## config.mk

```make
export PLATFORM = sky130hd
export DESIGN_NAME = still_orientation_dwell_detector_top_flat
export DESIGN_NICKNAME = d
export VERILOG_FILES = /design/src/hw/rtl/sodd_pkg.sv /design/src/hw/rtl/sodd_if.sv /design/src/hw/rtl/still_orientation_dwell_detector_top.sv /design/src/hw/rtl/sodd_front.sv /design/src/hw/rtl/sodd_decide.sv /design/src/flat_wrapper.sv
export SDC_FILE = /design/constraint.sdc
export NUM_CORES = 2
export LEC_CHECK = 0
export ABC_AREA = 1
export BUFFER_PORTS_ARGS = -buffer_cell sky130_fd_sc_hd__buf_2
export CORE_AREA = 2 2 488 248
export CTS_CLUSTER_DIAMETER = 60
export DETAILED_ROUTE_END_ITERATION = 12
export DIE_AREA = 0 0 490 250
export PLACE_DENSITY = 0.66
export SLEW_MARGIN = 30
export SYNTH_ARGS = -nofsm -noshare
export SYNTH_HDL_FRONTEND = slang
export SYNTH_SLANG_ARGS = --single-unit
```

## constraint.sdc

```tcl
create_clock -name clk -period 6 [get_ports clk]
set_input_delay 0.6 -clock clk [delete_from_list [all_inputs] [get_ports clk]]
set_output_delay 0.6 -clock clk [all_outputs]
set_load 0.05 [all_outputs]
```

## src/hw/rtl/sodd_pkg.sv

```systemverilog
// Shared types, constants and register codes for the still orientation dwell detector.
// Used by the channel interfaces, the pipeline stages and the top level.
`timescale 1ns / 1ps
`default_nettype none

package sodd_pkg;

  localparam int TIME_W  = 48;
  localparam int AXIS_W  = 16;
  localparam int SQ_W    = 31;
  localparam int SUM_W   = 32;
  localparam int LIMIT_W = 32;
  localparam int THR_W   = 15;
  localparam int DWELL_W = 32;
  localparam int POSE_W  = 3;
  localparam int CFG_IDX_W  = 2;
  localparam int CFG_DATA_W = 32;

  // Configuration register indexes.
  localparam logic [CFG_IDX_W-1:0] CFG_GYRO_LIMIT = 2'd0;
  localparam logic [CFG_IDX_W-1:0] CFG_MAJOR_THR  = 2'd1;
  localparam logic [CFG_IDX_W-1:0] CFG_MINOR_THR  = 2'd2;
  localparam logic [CFG_IDX_W-1:0] CFG_DWELL      = 2'd3;

  // Register reset values.
  localparam logic [LIMIT_W-1:0] GYRO_LIMIT_RST = 32'd511055;
  localparam logic [THR_W-1:0]   MAJOR_THR_RST  = 15'd8192;
  localparam logic [THR_W-1:0]   MINOR_THR_RST  = 15'd2048;
  localparam logic [DWELL_W-1:0] DWELL_RST      = 32'd2000000;

  // Target pose codes; the remaining codes are undefined.
  localparam logic [POSE_W-1:0] POSE_NEG_Z = 3'd0;
  localparam logic [POSE_W-1:0] POSE_POS_Z = 3'd1;
  localparam logic [POSE_W-1:0] POSE_NEG_Y = 3'd2;
  localparam logic [POSE_W-1:0] POSE_POS_Y = 3'd3;
  localparam logic [POSE_W-1:0] POSE_NEG_X = 3'd4;
  localparam logic [POSE_W-1:0] POSE_POS_X = 3'd5;

  typedef struct packed {
    logic [LIMIT_W-1:0] gyro_limit_squared;
    logic [THR_W-1:0]   major_axis_threshold;
    logic [THR_W-1:0]   minor_axis_threshold;
    logic [DWELL_W-1:0] dwell_us;
  } cfg_t;

  typedef struct packed {
    logic [TIME_W-1:0]        time_us;
    logic signed [AXIS_W-1:0] accel_x;
    logic signed [AXIS_W-1:0] accel_y;
    logic signed [AXIS_W-1:0] accel_z;
    logic signed [AXIS_W-1:0] rate_x;
    logic signed [AXIS_W-1:0] rate_y;
    logic signed [AXIS_W-1:0] rate_z;
    logic [POSE_W-1:0]        target_pose;
  } sample_t;

  typedef struct packed {
    logic [TIME_W-1:0] time_us;
    logic [SQ_W-1:0]   sq_x;
    logic [SQ_W-1:0]   sq_y;
    logic [SQ_W-1:0]   sq_z;
    logic              pose_ok;
    logic              pose_undef;
  } feat_t;

  typedef struct packed {
    logic pose_held;
    logic moving;
  } result_t;

  typedef struct packed {
    logic s1_load;
    logic s2_load;
    logic out_load;
  } pipe_ctl_t;

endpackage

`default_nettype wire

```

## src/hw/rtl/sodd_if.sv

```systemverilog
// Valid/ready channel interfaces for the sample and result streams.
// Depends on sodd_pkg for field widths.
`timescale 1ns / 1ps
`default_nettype none

interface sodd_sample_if;
  logic                                valid;
  logic                                ready;
  logic [sodd_pkg::TIME_W-1:0]         time_us;
  logic signed [sodd_pkg::AXIS_W-1:0]  accel_x;
  logic signed [sodd_pkg::AXIS_W-1:0]  accel_y;
  logic signed [sodd_pkg::AXIS_W-1:0]  accel_z;
  logic signed [sodd_pkg::AXIS_W-1:0]  rate_x;
  logic signed [sodd_pkg::AXIS_W-1:0]  rate_y;
  logic signed [sodd_pkg::AXIS_W-1:0]  rate_z;
  logic [sodd_pkg::POSE_W-1:0]         target_pose;

  modport source (output valid, time_us, accel_x, accel_y, accel_z,
                  rate_x, rate_y, rate_z, target_pose, input ready);
  modport sink (input valid, time_us, accel_x, accel_y, accel_z,
                rate_x, rate_y, rate_z, target_pose, output ready);
endinterface

interface sodd_result_if;
  logic valid;
  logic ready;
  logic pose_held;
  logic moving;

  modport source (output valid, pose_held, moving, input ready);
  modport sink (input valid, pose_held, moving, output ready);
endinterface

`default_nettype wire

```

## src/hw/rtl/still_orientation_dwell_detector_top.sv

```systemverilog
// A sample passes the capture, feature and result registers in order. Throughput: one
// sample per cycle while the result side takes results; the dwell timer feedback
// closes inside the last stage.
// Reset (rst, synchronous, active high) empties the pipeline, clears the dwell
// timer and loads the configuration registers with their default values.
// Depends on sodd_pkg, sodd_if, sodd_front and sodd_decide.
`timescale 1ns / 1ps
`default_nettype none

module still_orientation_dwell_detector_top (
  input  logic                                clk,
  input  logic                                rst,
  sodd_sample_if.sink                         sample,
  sodd_result_if.source                       result,
  input  logic                                cfg_we,
  input  logic [sodd_pkg::CFG_IDX_W-1:0]      cfg_index,
  input  logic [sodd_pkg::CFG_DATA_W-1:0]     cfg_data
);

  // The pipeline has three registers. The first captures the sample, the
  // second holds the squared rates and the pose test, and the third is the
  // result register. Each register loads when it is empty or when its
  // content moves on in the same cycle, so a sample can be taken while an
  // earlier result is still waiting for its transfer.

  sodd_pkg::cfg_t      cfg;
  sodd_pkg::pipe_ctl_t ctl;
  sodd_pkg::sample_t   sample_in;
  sodd_pkg::feat_t     feat;
  sodd_pkg::result_t   res;

  logic s1_valid, s2_valid, out_valid;
  logic out_free, s2_free, s1_free;

  // Configuration writes land directly in the register selected by index.
  always_ff @(posedge clk) begin
    if (rst) begin
      cfg.gyro_limit_squared   <= sodd_pkg::GYRO_LIMIT_RST;
      cfg.major_axis_threshold <= sodd_pkg::MAJOR_THR_RST;
      cfg.minor_axis_threshold <= sodd_pkg::MINOR_THR_RST;
      cfg.dwell_us             <= sodd_pkg::DWELL_RST;
    end else if (cfg_we) begin
      unique case (cfg_index)
        sodd_pkg::CFG_GYRO_LIMIT: cfg.gyro_limit_squared <= cfg_data;
        sodd_pkg::CFG_MAJOR_THR:
          cfg.major_axis_threshold <= cfg_data[sodd_pkg::THR_W-1:0];
        sodd_pkg::CFG_MINOR_THR:
          cfg.minor_axis_threshold <= cfg_data[sodd_pkg::THR_W-1:0];
        sodd_pkg::CFG_DWELL: cfg.dwell_us <= cfg_data;
      endcase
    end
  end

  // A stage is free when it is empty or when its item moves forward now.
  always_comb begin
    out_free = !out_valid || result.ready;
    s2_free  = !s2_valid || out_free;
    s1_free  = !s1_valid || s2_free;

    ctl.out_load = s2_valid && out_free;
    ctl.s2_load  = s1_valid && s2_free;
    ctl.s1_load  = sample.valid && s1_free;
  end

  assign sample.ready = s1_free;

  always_ff @(posedge clk) begin
    if (rst) begin
      s1_valid  <= 1'b0;
      s2_valid  <= 1'b0;
      out_valid <= 1'b0;
    end else begin
      if (ctl.s1_load) begin
        s1_valid <= 1'b1;
      end else if (ctl.s2_load) begin
        s1_valid <= 1'b0;
      end
      if (ctl.s2_load) begin
        s2_valid <= 1'b1;
      end else if (ctl.out_load) begin
        s2_valid <= 1'b0;
      end
      if (ctl.out_load) begin
        out_valid <= 1'b1;
      end else if (result.ready) begin
        out_valid <= 1'b0;
      end
    end
  end

  always_comb begin
    sample_in.time_us     = sample.time_us;
    sample_in.accel_x     = sample.accel_x;
    sample_in.accel_y     = sample.accel_y;
    sample_in.accel_z     = sample.accel_z;
    sample_in.rate_x      = sample.rate_x;
    sample_in.rate_y      = sample.rate_y;
    sample_in.rate_z      = sample.rate_z;
    sample_in.target_pose = sample.target_pose;
  end

  sodd_front u_front (
    .clk       (clk),
    .ctl       (ctl),
    .cfg       (cfg),
    .sample_in (sample_in),
    .feat      (feat)
  );

  // The dwell timer advances once per item, as it enters the result register,
  // so the next item in the pipeline always sees the updated start time.
  sodd_decide u_decide (
    .clk    (clk),
    .rst    (rst),
    .ctl    (ctl),
    .cfg    (cfg),
    .feat   (feat),
    .result (res)
  );

  assign result.valid     = out_valid;
  assign result.pose_held = res.pose_held;
  assign result.moving    = res.moving;

  // A moving item never reports a held pose.
  a_held_excl_moving: assert property (@(posedge clk) disable iff (rst)
    out_valid |-> !(res.pose_held && res.moving))
    else $error("pose_held and moving both set");

  // A transferred sample is in the first stage on the next cycle.
  a_accept_lands: assert property (@(posedge clk) disable iff (rst)
    (sample.valid && sample.ready) |=> s1_valid)
    else $error("accepted sample lost");

  // An item in the first stage stays there until it moves forward.
  a_s1_holds: assert property (@(posedge clk) disable iff (rst)
    (s1_valid && !ctl.s2_load) |=> s1_valid)
    else $error("first stage item dropped");

  // With a stalled result and a full pipeline no new sample is taken.
  a_full_stall: assert property (@(posedge clk) disable iff (rst)
    (out_valid && !result.ready && s2_valid && s1_valid) |-> !sample.ready)
    else $error("sample taken into a full pipeline");

endmodule

`default_nettype wire

```

## src/hw/rtl/sodd_front.sv

```systemverilog
// First two pipeline registers: sample capture, then rate squares and pose test.
// Depends on sodd_pkg.
`timescale 1ns / 1ps
`default_nettype none

module sodd_front (
  input  logic                clk,
  input  sodd_pkg::pipe_ctl_t ctl,
  input  sodd_pkg::cfg_t      cfg,
  input  sodd_pkg::sample_t   sample_in,
  output sodd_pkg::feat_t     feat
);

  sodd_pkg::sample_t s1;
  sodd_pkg::feat_t   feat_next;

  logic signed [2*sodd_pkg::AXIS_W-1:0] prod_x, prod_y, prod_z;
  logic signed [sodd_pkg::AXIS_W:0] ax, ay, az, major, minor;
  logic pos_x, pos_y, pos_z, neg_x, neg_y, neg_z, sml_x, sml_y, sml_z;

  always_ff @(posedge clk) begin
    if (ctl.s1_load) begin
      s1 <= sample_in;
    end
    if (ctl.s2_load) begin
      feat <= feat_next;
    end
  end

  // Signed compares on 17 bits so that the negated threshold and the
  // magnitude of the most negative code are exact.
  function automatic logic signed [sodd_pkg::AXIS_W:0] abs17(
    input logic signed [sodd_pkg::AXIS_W:0] v
  );
    return v[sodd_pkg::AXIS_W] ? -v : v;
  endfunction

  always_comb begin
    prod_x = s1.rate_x * s1.rate_x;
    prod_y = s1.rate_y * s1.rate_y;
    prod_z = s1.rate_z * s1.rate_z;

    ax = {s1.accel_x[sodd_pkg::AXIS_W-1], s1.accel_x};
    ay = {s1.accel_y[sodd_pkg::AXIS_W-1], s1.accel_y};
    az = {s1.accel_z[sodd_pkg::AXIS_W-1], s1.accel_z};
    major = {2'b00, cfg.major_axis_threshold};
    minor = {2'b00, cfg.minor_axis_threshold};

    pos_x = ax > major;
    pos_y = ay > major;
    pos_z = az > major;
    neg_x = ax < -major;
    neg_y = ay < -major;
    neg_z = az < -major;
    sml_x = abs17(ax) < minor;
    sml_y = abs17(ay) < minor;
    sml_z = abs17(az) < minor;

    feat_next.time_us    = s1.time_us;
    feat_next.sq_x       = prod_x[sodd_pkg::SQ_W-1:0];
    feat_next.sq_y       = prod_y[sodd_pkg::SQ_W-1:0];
    feat_next.sq_z       = prod_z[sodd_pkg::SQ_W-1:0];
    feat_next.pose_undef = 1'b0;

    unique case (s1.target_pose)
      sodd_pkg::POSE_NEG_Z: feat_next.pose_ok = neg_z && sml_x && sml_y;
      sodd_pkg::POSE_POS_Z: feat_next.pose_ok = pos_z && sml_x && sml_y;
      sodd_pkg::POSE_NEG_Y: feat_next.pose_ok = neg_y && sml_x && sml_z;
      sodd_pkg::POSE_POS_Y: feat_next.pose_ok = pos_y && sml_x && sml_z;
      sodd_pkg::POSE_NEG_X: feat_next.pose_ok = neg_x && sml_y && sml_z;
      sodd_pkg::POSE_POS_X: feat_next.pose_ok = pos_x && sml_y && sml_z;
      default: begin
        feat_next.pose_ok    = 1'b0;
        feat_next.pose_undef = 1'b1;
      end
    endcase
  end

endmodule

`default_nettype wire

```

## src/hw/rtl/sodd_decide.sv

```systemverilog
// Last stage: rate limit, dwell timer state and the registered result.
// Depends on sodd_pkg.
`timescale 1ns / 1ps
`default_nettype none

module sodd_decide (
  input  logic                clk,
  input  logic                rst,
  input  sodd_pkg::pipe_ctl_t ctl,
  input  sodd_pkg::cfg_t      cfg,
  input  sodd_pkg::feat_t     feat,
  output sodd_pkg::result_t   result
);

  logic [sodd_pkg::TIME_W-1:0] dwell_start;
  logic                        start_seen;
  logic [sodd_pkg::TIME_W-1:0] dwell_start_next;
  logic [sodd_pkg::TIME_W-1:0] start_eff;
  logic [sodd_pkg::TIME_W-1:0] elapsed;
  logic [sodd_pkg::SUM_W-1:0]  rate_sum;
  sodd_pkg::result_t           result_next;

  always_comb begin
    rate_sum = {1'b0, feat.sq_x} + {1'b0, feat.sq_y} + {1'b0, feat.sq_z};
    // The first item starts the timer at its own time stamp.
    start_eff = start_seen ? dwell_start : feat.time_us;
    elapsed   = feat.time_us - start_eff;

    result_next.pose_held = 1'b0;
    result_next.moving    = 1'b0;
    dwell_start_next      = start_eff;

    priority if (rate_sum > cfg.gyro_limit_squared) begin
      result_next.moving = 1'b1;
      dwell_start_next   = feat.time_us;
    end else if (feat.pose_undef) begin
      dwell_start_next = start_eff;
    end else if (!feat.pose_ok) begin
      dwell_start_next = feat.time_us;
    end else if (elapsed > {{(sodd_pkg::TIME_W-sodd_pkg::DWELL_W){1'b0}}, cfg.dwell_us}) begin
      result_next.pose_held = 1'b1;
      dwell_start_next      = feat.time_us;
    end else begin
      dwell_start_next = start_eff;
    end
  end

  always_ff @(posedge clk) begin
    if (rst) begin
      dwell_start <= '0;
      start_seen  <= 1'b0;
    end else if (ctl.out_load) begin
      dwell_start <= dwell_start_next;
      start_seen  <= 1'b1;
    end
  end

  always_ff @(posedge clk) begin
    if (ctl.out_load) begin
      result <= result_next;
    end
  end

endmodule

`default_nettype wire

```

## src/flat_wrapper.sv

```systemverilog
// flat-port wrapper written by rule: the top's interface ports become plain ports
module still_orientation_dwell_detector_top_flat 
  (clk, rst, cfg_we, cfg_index, cfg_data, sample_valid, sample_time_us, sample_accel_x, sample_accel_y, sample_accel_z, sample_rate_x, sample_rate_y, sample_rate_z, sample_target_pose, sample_ready, result_valid, result_pose_held, result_moving, result_ready);
  sodd_sample_if sample_i ();
  sodd_result_if result_i ();
  input  logic clk;
  input  logic rst;
  input  logic cfg_we;
  input  logic [sodd_pkg::CFG_IDX_W-1:0] cfg_index;
  input  logic [sodd_pkg::CFG_DATA_W-1:0] cfg_data;
  input wire logic [$bits(sample_i.valid)-1:0] sample_valid;
  input wire logic [$bits(sample_i.time_us)-1:0] sample_time_us;
  input wire logic [$bits(sample_i.accel_x)-1:0] sample_accel_x;
  input wire logic [$bits(sample_i.accel_y)-1:0] sample_accel_y;
  input wire logic [$bits(sample_i.accel_z)-1:0] sample_accel_z;
  input wire logic [$bits(sample_i.rate_x)-1:0] sample_rate_x;
  input wire logic [$bits(sample_i.rate_y)-1:0] sample_rate_y;
  input wire logic [$bits(sample_i.rate_z)-1:0] sample_rate_z;
  input wire logic [$bits(sample_i.target_pose)-1:0] sample_target_pose;
  output wire logic [$bits(sample_i.ready)-1:0] sample_ready;
  output wire logic [$bits(result_i.valid)-1:0] result_valid;
  output wire logic [$bits(result_i.pose_held)-1:0] result_pose_held;
  output wire logic [$bits(result_i.moving)-1:0] result_moving;
  input wire logic [$bits(result_i.ready)-1:0] result_ready;
  assign sample_i.valid = sample_valid;
  assign sample_i.time_us = sample_time_us;
  assign sample_i.accel_x = sample_accel_x;
  assign sample_i.accel_y = sample_accel_y;
  assign sample_i.accel_z = sample_accel_z;
  assign sample_i.rate_x = sample_rate_x;
  assign sample_i.rate_y = sample_rate_y;
  assign sample_i.rate_z = sample_rate_z;
  assign sample_i.target_pose = sample_target_pose;
  assign sample_ready = sample_i.ready;
  assign result_valid = result_i.valid;
  assign result_pose_held = result_i.pose_held;
  assign result_moving = result_i.moving;
  assign result_i.ready = result_ready;
  still_orientation_dwell_detector_top u_core (.clk(clk), .rst(rst), .sample(sample_i), .result(result_i), .cfg_we(cfg_we), .cfg_index(cfg_index), .cfg_data(cfg_data));
endmodule
```

[Word-level counts from Yosys, hierarchy flattened]
Index checks and enable logic that the tools add are counted.
Widths: inputs -> output; s select.
Word-level totals
  flip-flop bits (word level): 438
  output and inout port bits: 4
Cells by class
  multiplexer cells: 18
  reduce and logical (&&, ||, !) cells: 32
  order comparisons: 11
  add/subtract/negate cells: 7
  bitwise operators: 1
  multiply operators: 3
  equal/unequal tests: 8
Operators with widths (number)
  $mux 48: 5
  $mul 16x16->31: 3
  $lt 16x17->1: 3
  $lt 17x16->1: 3
  $mux 17: 3
  $neg 16->17: 3
  $gt 16x16->1: 3
  $gt 48x32->1: 1
  $sub 48x48->48: 1
  $add 31x31->32: 1
  $add 32x31->32: 1
  $gt 32x32->1: 1
  $neg 15->17: 1
  $logic_and 1x1->1: 15
  $mux 1: 9
  $reduce_and 2->1: 4
  $eq 3x2->1 const B: 2
  $eq 3x3->1 const B: 2
  $pmux 1 s6: 1
  $reduce_bool 2->1: 3
  $reduce_or 6->1: 1
  $eq 2x2->1 const B: 2
  $eq 3x1->1 const B: 1
  $logic_not 1->1: 3
  other kinds (6): 8

[Depth between registers and ports, before layout]
  depth after elaboration: 7
  gate-level depth with buffers: 37
  depth with buffers taken out: 34

[By module]
From an unflattened synthesis, not the netlist that was laid out.
Second synthesis, totals
  cells, all modules: 6734
  area, all modules: 54842.6 um^2
By module, submodules not included
  sodd_front: cells an instance 4323, area each 40329.9 um^2, sequential area each 8618.3 um^2, times used 1
  sodd_decide: cells an instance 1828, area each 10588.9 um^2, sequential area each 1041.0 um^2, times used 1
  still_orientation_dwell_detector_top: cells an instance 583, area each 3923.8 um^2, sequential area each 1941.9 um^2, times used 1

[Least setup slack after synthesis]
OpenSTA, ideal clock, no wires.
  kind: reg-to-reg
  start point: register u_core.u_front.s1[6] (netlist name)
  end point: register, netlist name u_core.u_front.feat[31]
  period minus slack after synthesis: 6042 ps
  data required time: 5724 ps
  arrival time: 5766 ps
  setup slack: -42 ps
  buffers on the path: 2
  cell stages (with the launch flop): 25
  cell sequence: edfxtp_1 > clkbuf_1 > buf_1 > nand2_1 > fa_1 > fa_1 > fa_1 > inv_1 > fa_1 > fa_1 > inv_1 > fa_1 > inv_1 > ha_1 > nand2_1 > nor2_1 > inv_1 > nor3_1 > a21oi_1 > o21ai_0 > a21oi_1 > o21ai_0 > nand2_1 > o311ai_0 > xor2_1
RTL lines
  start, declared: RTL line sodd_front.sv:14  | sodd_pkg::sample_t s1;
  start signal, assigned: RTL line sodd_front.sv:23  | s1 <= sample_in;

==> results.md <==
* Outcome: complete, no violations
* DRT Pass-1 Iters at 6
* Num CTS Buffers at 51
* Hold slack at 103 ps
* Initial DRC count at 3,895
* GRT Total Usage at 23.7%
* Synth area leader: fa_1
* Initial core utilization at 44.4%
* GRT overflow at 0
* Slew @ Worst Pin at 973 ps
* Largest family of logic cells by synthesized area: adder cells
* Synth warn at 0
* Dominant synthesized flop cell: edfxtp_1
* Synth top area cells: fa_1 27%, edfxtp_1 16%, ha_1 13%
* Mean Syn Cell Area at 8.49 sq um
* Dpl cells at 8,057
* Layout Nets at 7,988
* Number of I/O port buffers at 189
* DIE AREA at 123,000 sq um
* Worst-path fanout max at 6
* Ports at 190
* Cts-stage hold buffer count at 0
* Simple-gate area share of the yosys netlist at 13.8%
* Vias in the first global route at 40,100
* Fin cells at 8,215
* Vias at 41,300
* Fmax at 170 MHz
* Num Clock Sinks at 435
* Cells after Synth at 6,218
* CTS clk-pin slew, worst paths at 70 ps
* CTS root buf: clkbuf_16
* Flops & latches, synth at 435
* Syn Std Cell Area at 52,800 sq um
* CTS H-tree depth at 2
* Drt wl/cell at 17.6 microns
* Distinct cells, synth at 51
* Worst hold path type: in2reg
* Final Max Slew Viols at 0
* Layout cells sized above 1 at 10.9%
* Chip Height at 250 microns
* Setup TNS at 0 ps
* Max-Cap Viols at 0
* Routed WL at 145,000 microns
* Final period utilization at 98.2%
* Syn_nets at 7,657
* Routability Congestion at 0.984
* Final setup viols at 0
* CP Data Required Time at 6410 ps
* Adder-cell share of the synthesized area at 39.9%
* Largest net degree at the start of global routing at 88
* Critical Path Source Type: flop
* Antenna violations before repair at 25
* Later-pin clock latency in the skew report at 670 ps
* Cell Rows at 90
* TritonCTS clock tree: built
* Core ar. at 119,000 sq um
* Synth Area in Compound Gates at 7.58%
* Max-slew headroom at 34.7%
* CP Capture Type: flop
* Synth Area in XOR/XNOR at 4.12%
* RSZ-0062 raised after global routing: yes
* First-pass GRT wire length at 227,000 microns
* Final HPWL DP at 121,000 microns
* Number of flops mapped to enable cells by yosys at 289
* Seq/Total Area, Yosys at 22.0%
* Clk_skew at 64.4 ps
* Fin. Hold Viols at 0
* Crit path DAT at 6300 ps
* Syn-to-layout area delta at 13.0%
* Clock Path Buffers at 3
* DIE WIDTH at 490 microns
* Mux contribution to synthesized area at 0%
* Detail Route Antenna Nets at 0
* Synth async-reset ratio at 0%
* DRC Markers at 0
* CP Class: reg2reg
* Tmin final at 5890 ps
* Post-synth top area share at 27.2%
* Detail-routed via count per cell at 5.03
routing by layer:
layer	vias up	global-route usage [%]	routed length, microns
li1	19700	-	-
met1	20000	38.8	73200
met2	1455	31.1	54900
met3	139	5.24	14300
met4	4	4.20	2220
met5	-	0	20
path summary, 6_finish.rpt:
kind,slack [ps],depth (start not counted),endpoint,from
setup reg to reg,110,26,u_core.u_front.feat[29],u_core.u_front.s1[6]
hold / removal,100,1,u_core.u_front.feat_next[122],sample_time_us[27]
hold reg to reg,420,0,u_core.u_front.feat[129],u_core.u_front.feat_next[129]
setup / recovery,110,26,u_core.u_front.feat[29],u_core.u_front.s1[6]
cell families after synthesis:
kind of cell    after synthesis
fa+ha+maj                  1253
buf+inv                    1762
compound gates              726
flops                       435
other cells                   1
xor+xnor                    248
simple gates               1793
cell type report:
type	instances	area, sq um
repair buffers	446	3060
inverters	1594	6010
well taps	1610	2010
flip-flops and latches	435	11600
diodes	13	32.5
multi-input cells	4021	35000
fillers	11200	59200
clock buffers	66	1480
clock inverters	30	367
sequential cells by signal, summed over array words and instances, names as in the netlist:
register                     flops
u_core.u_front.s1               51
u_core.u_front.feat_next        48
u_core.result.valid              1
u_core.cfg                      94
u_core.u_decide.start_seen       1
u_core.s2_valid                  1
u_core.s1_valid                  1
u_core.u_front.ax               16
u_core.u_decide.dwell_start     48
u_core.u_front.ay               16
u_core.u_front.az               16
u_core.u_decide.result           2
u_core.u_front.feat            140
placed cells by master, fill, tap and decap left out, drive strengths merged, types with 3 or more instances in the layout:
cell and count:
nor4 6, clkbuf 67, clkinvlp 6, o311ai 3
edfxtp 289, o221ai 7, dfxtp 146, nand4 40
nor3 49, nor2 267, fa 718, nand2 1218
ha 535, diode 13, o31ai 8, a21oi 372
nand3b 6, inv 1594, a31oi 15, a21o 15
a211oi 7, clkinv 20, o21ai 214, o21bai 15
o211ai 25, bufinv 4, xor2 166, xnor2 82
and2 3, nand3 194, o21a 18, a21boi 12
a31o 8, buf 445, or2 7
metrics by stage:
step | instance area (sq um) | setup slack, ps | utilization, %
after floorplan | 52800 | 5.79 | -
after global placement | 56700 | -122 | 47.8
after detailed placement | 56700 | -139 | 47.8
after CTS | 58700 | 1.11 | 49.4
after global routing | 59600 | -181 | 50.2
final | 59600 | 109 | 50.2
worst max-delay path, stage by stage, from the launching register on:
cell      delay, ps
edfxtp_1        550
nand2_1         130
inv_2            50
fa_1            530
inv_2            50
fa_1            530
inv_1            50
fa_1            440
fa_1            520
inv_2            40
fa_1            480
fa_1            540
inv_2            50
ha_4            260
nand2_2          50
nor2_2          110
inv_2            60
nor3_2          190
a21oi_2         110
o21ai_2         190
buf_4           140
nand2_2          40
nand2_2          70
nand2_1          50
o211ai_1        120
a21oi_1         120
xor2_1          170
Yosys cell counts (all sizes together) (2+ instances only):
cell / count
a211oi: 7
a21boi: 12
a21o: 15
a21oi: 372
a221oi: 2
a31o: 8
a31oi: 15
and2: 3
buf: 15
clkbuf: 153
clkinv: 6
dfxtp: 146
edfxtp: 289
fa: 718
ha: 535
inv: 1588
nand2: 1218
nand3: 194
nand3b: 6
nand4: 40
nor2: 267
nor3: 49
nor4: 6
o2111ai: 2
o211ai: 25
o21a: 18
o21ai: 214
o21bai: 15
o221ai: 7
o311ai: 3
o31ai: 8
or2: 7
or3: 2
xnor2: 82
xor2: 166
repair_timing:
| item | 4_1_cts | 5_1_grt |
|---|---|---|
| setup endpoints to repair | 12 | 63 |
| pin swaps | 0 | 38 |
| buffers inserted | 12 | 37 |
| resized for setup | 9 | 145 |
Power is left out: the tool's default activity adds up to more than one toggle a clock period on the data nets, which glitch-free logic cannot reach.
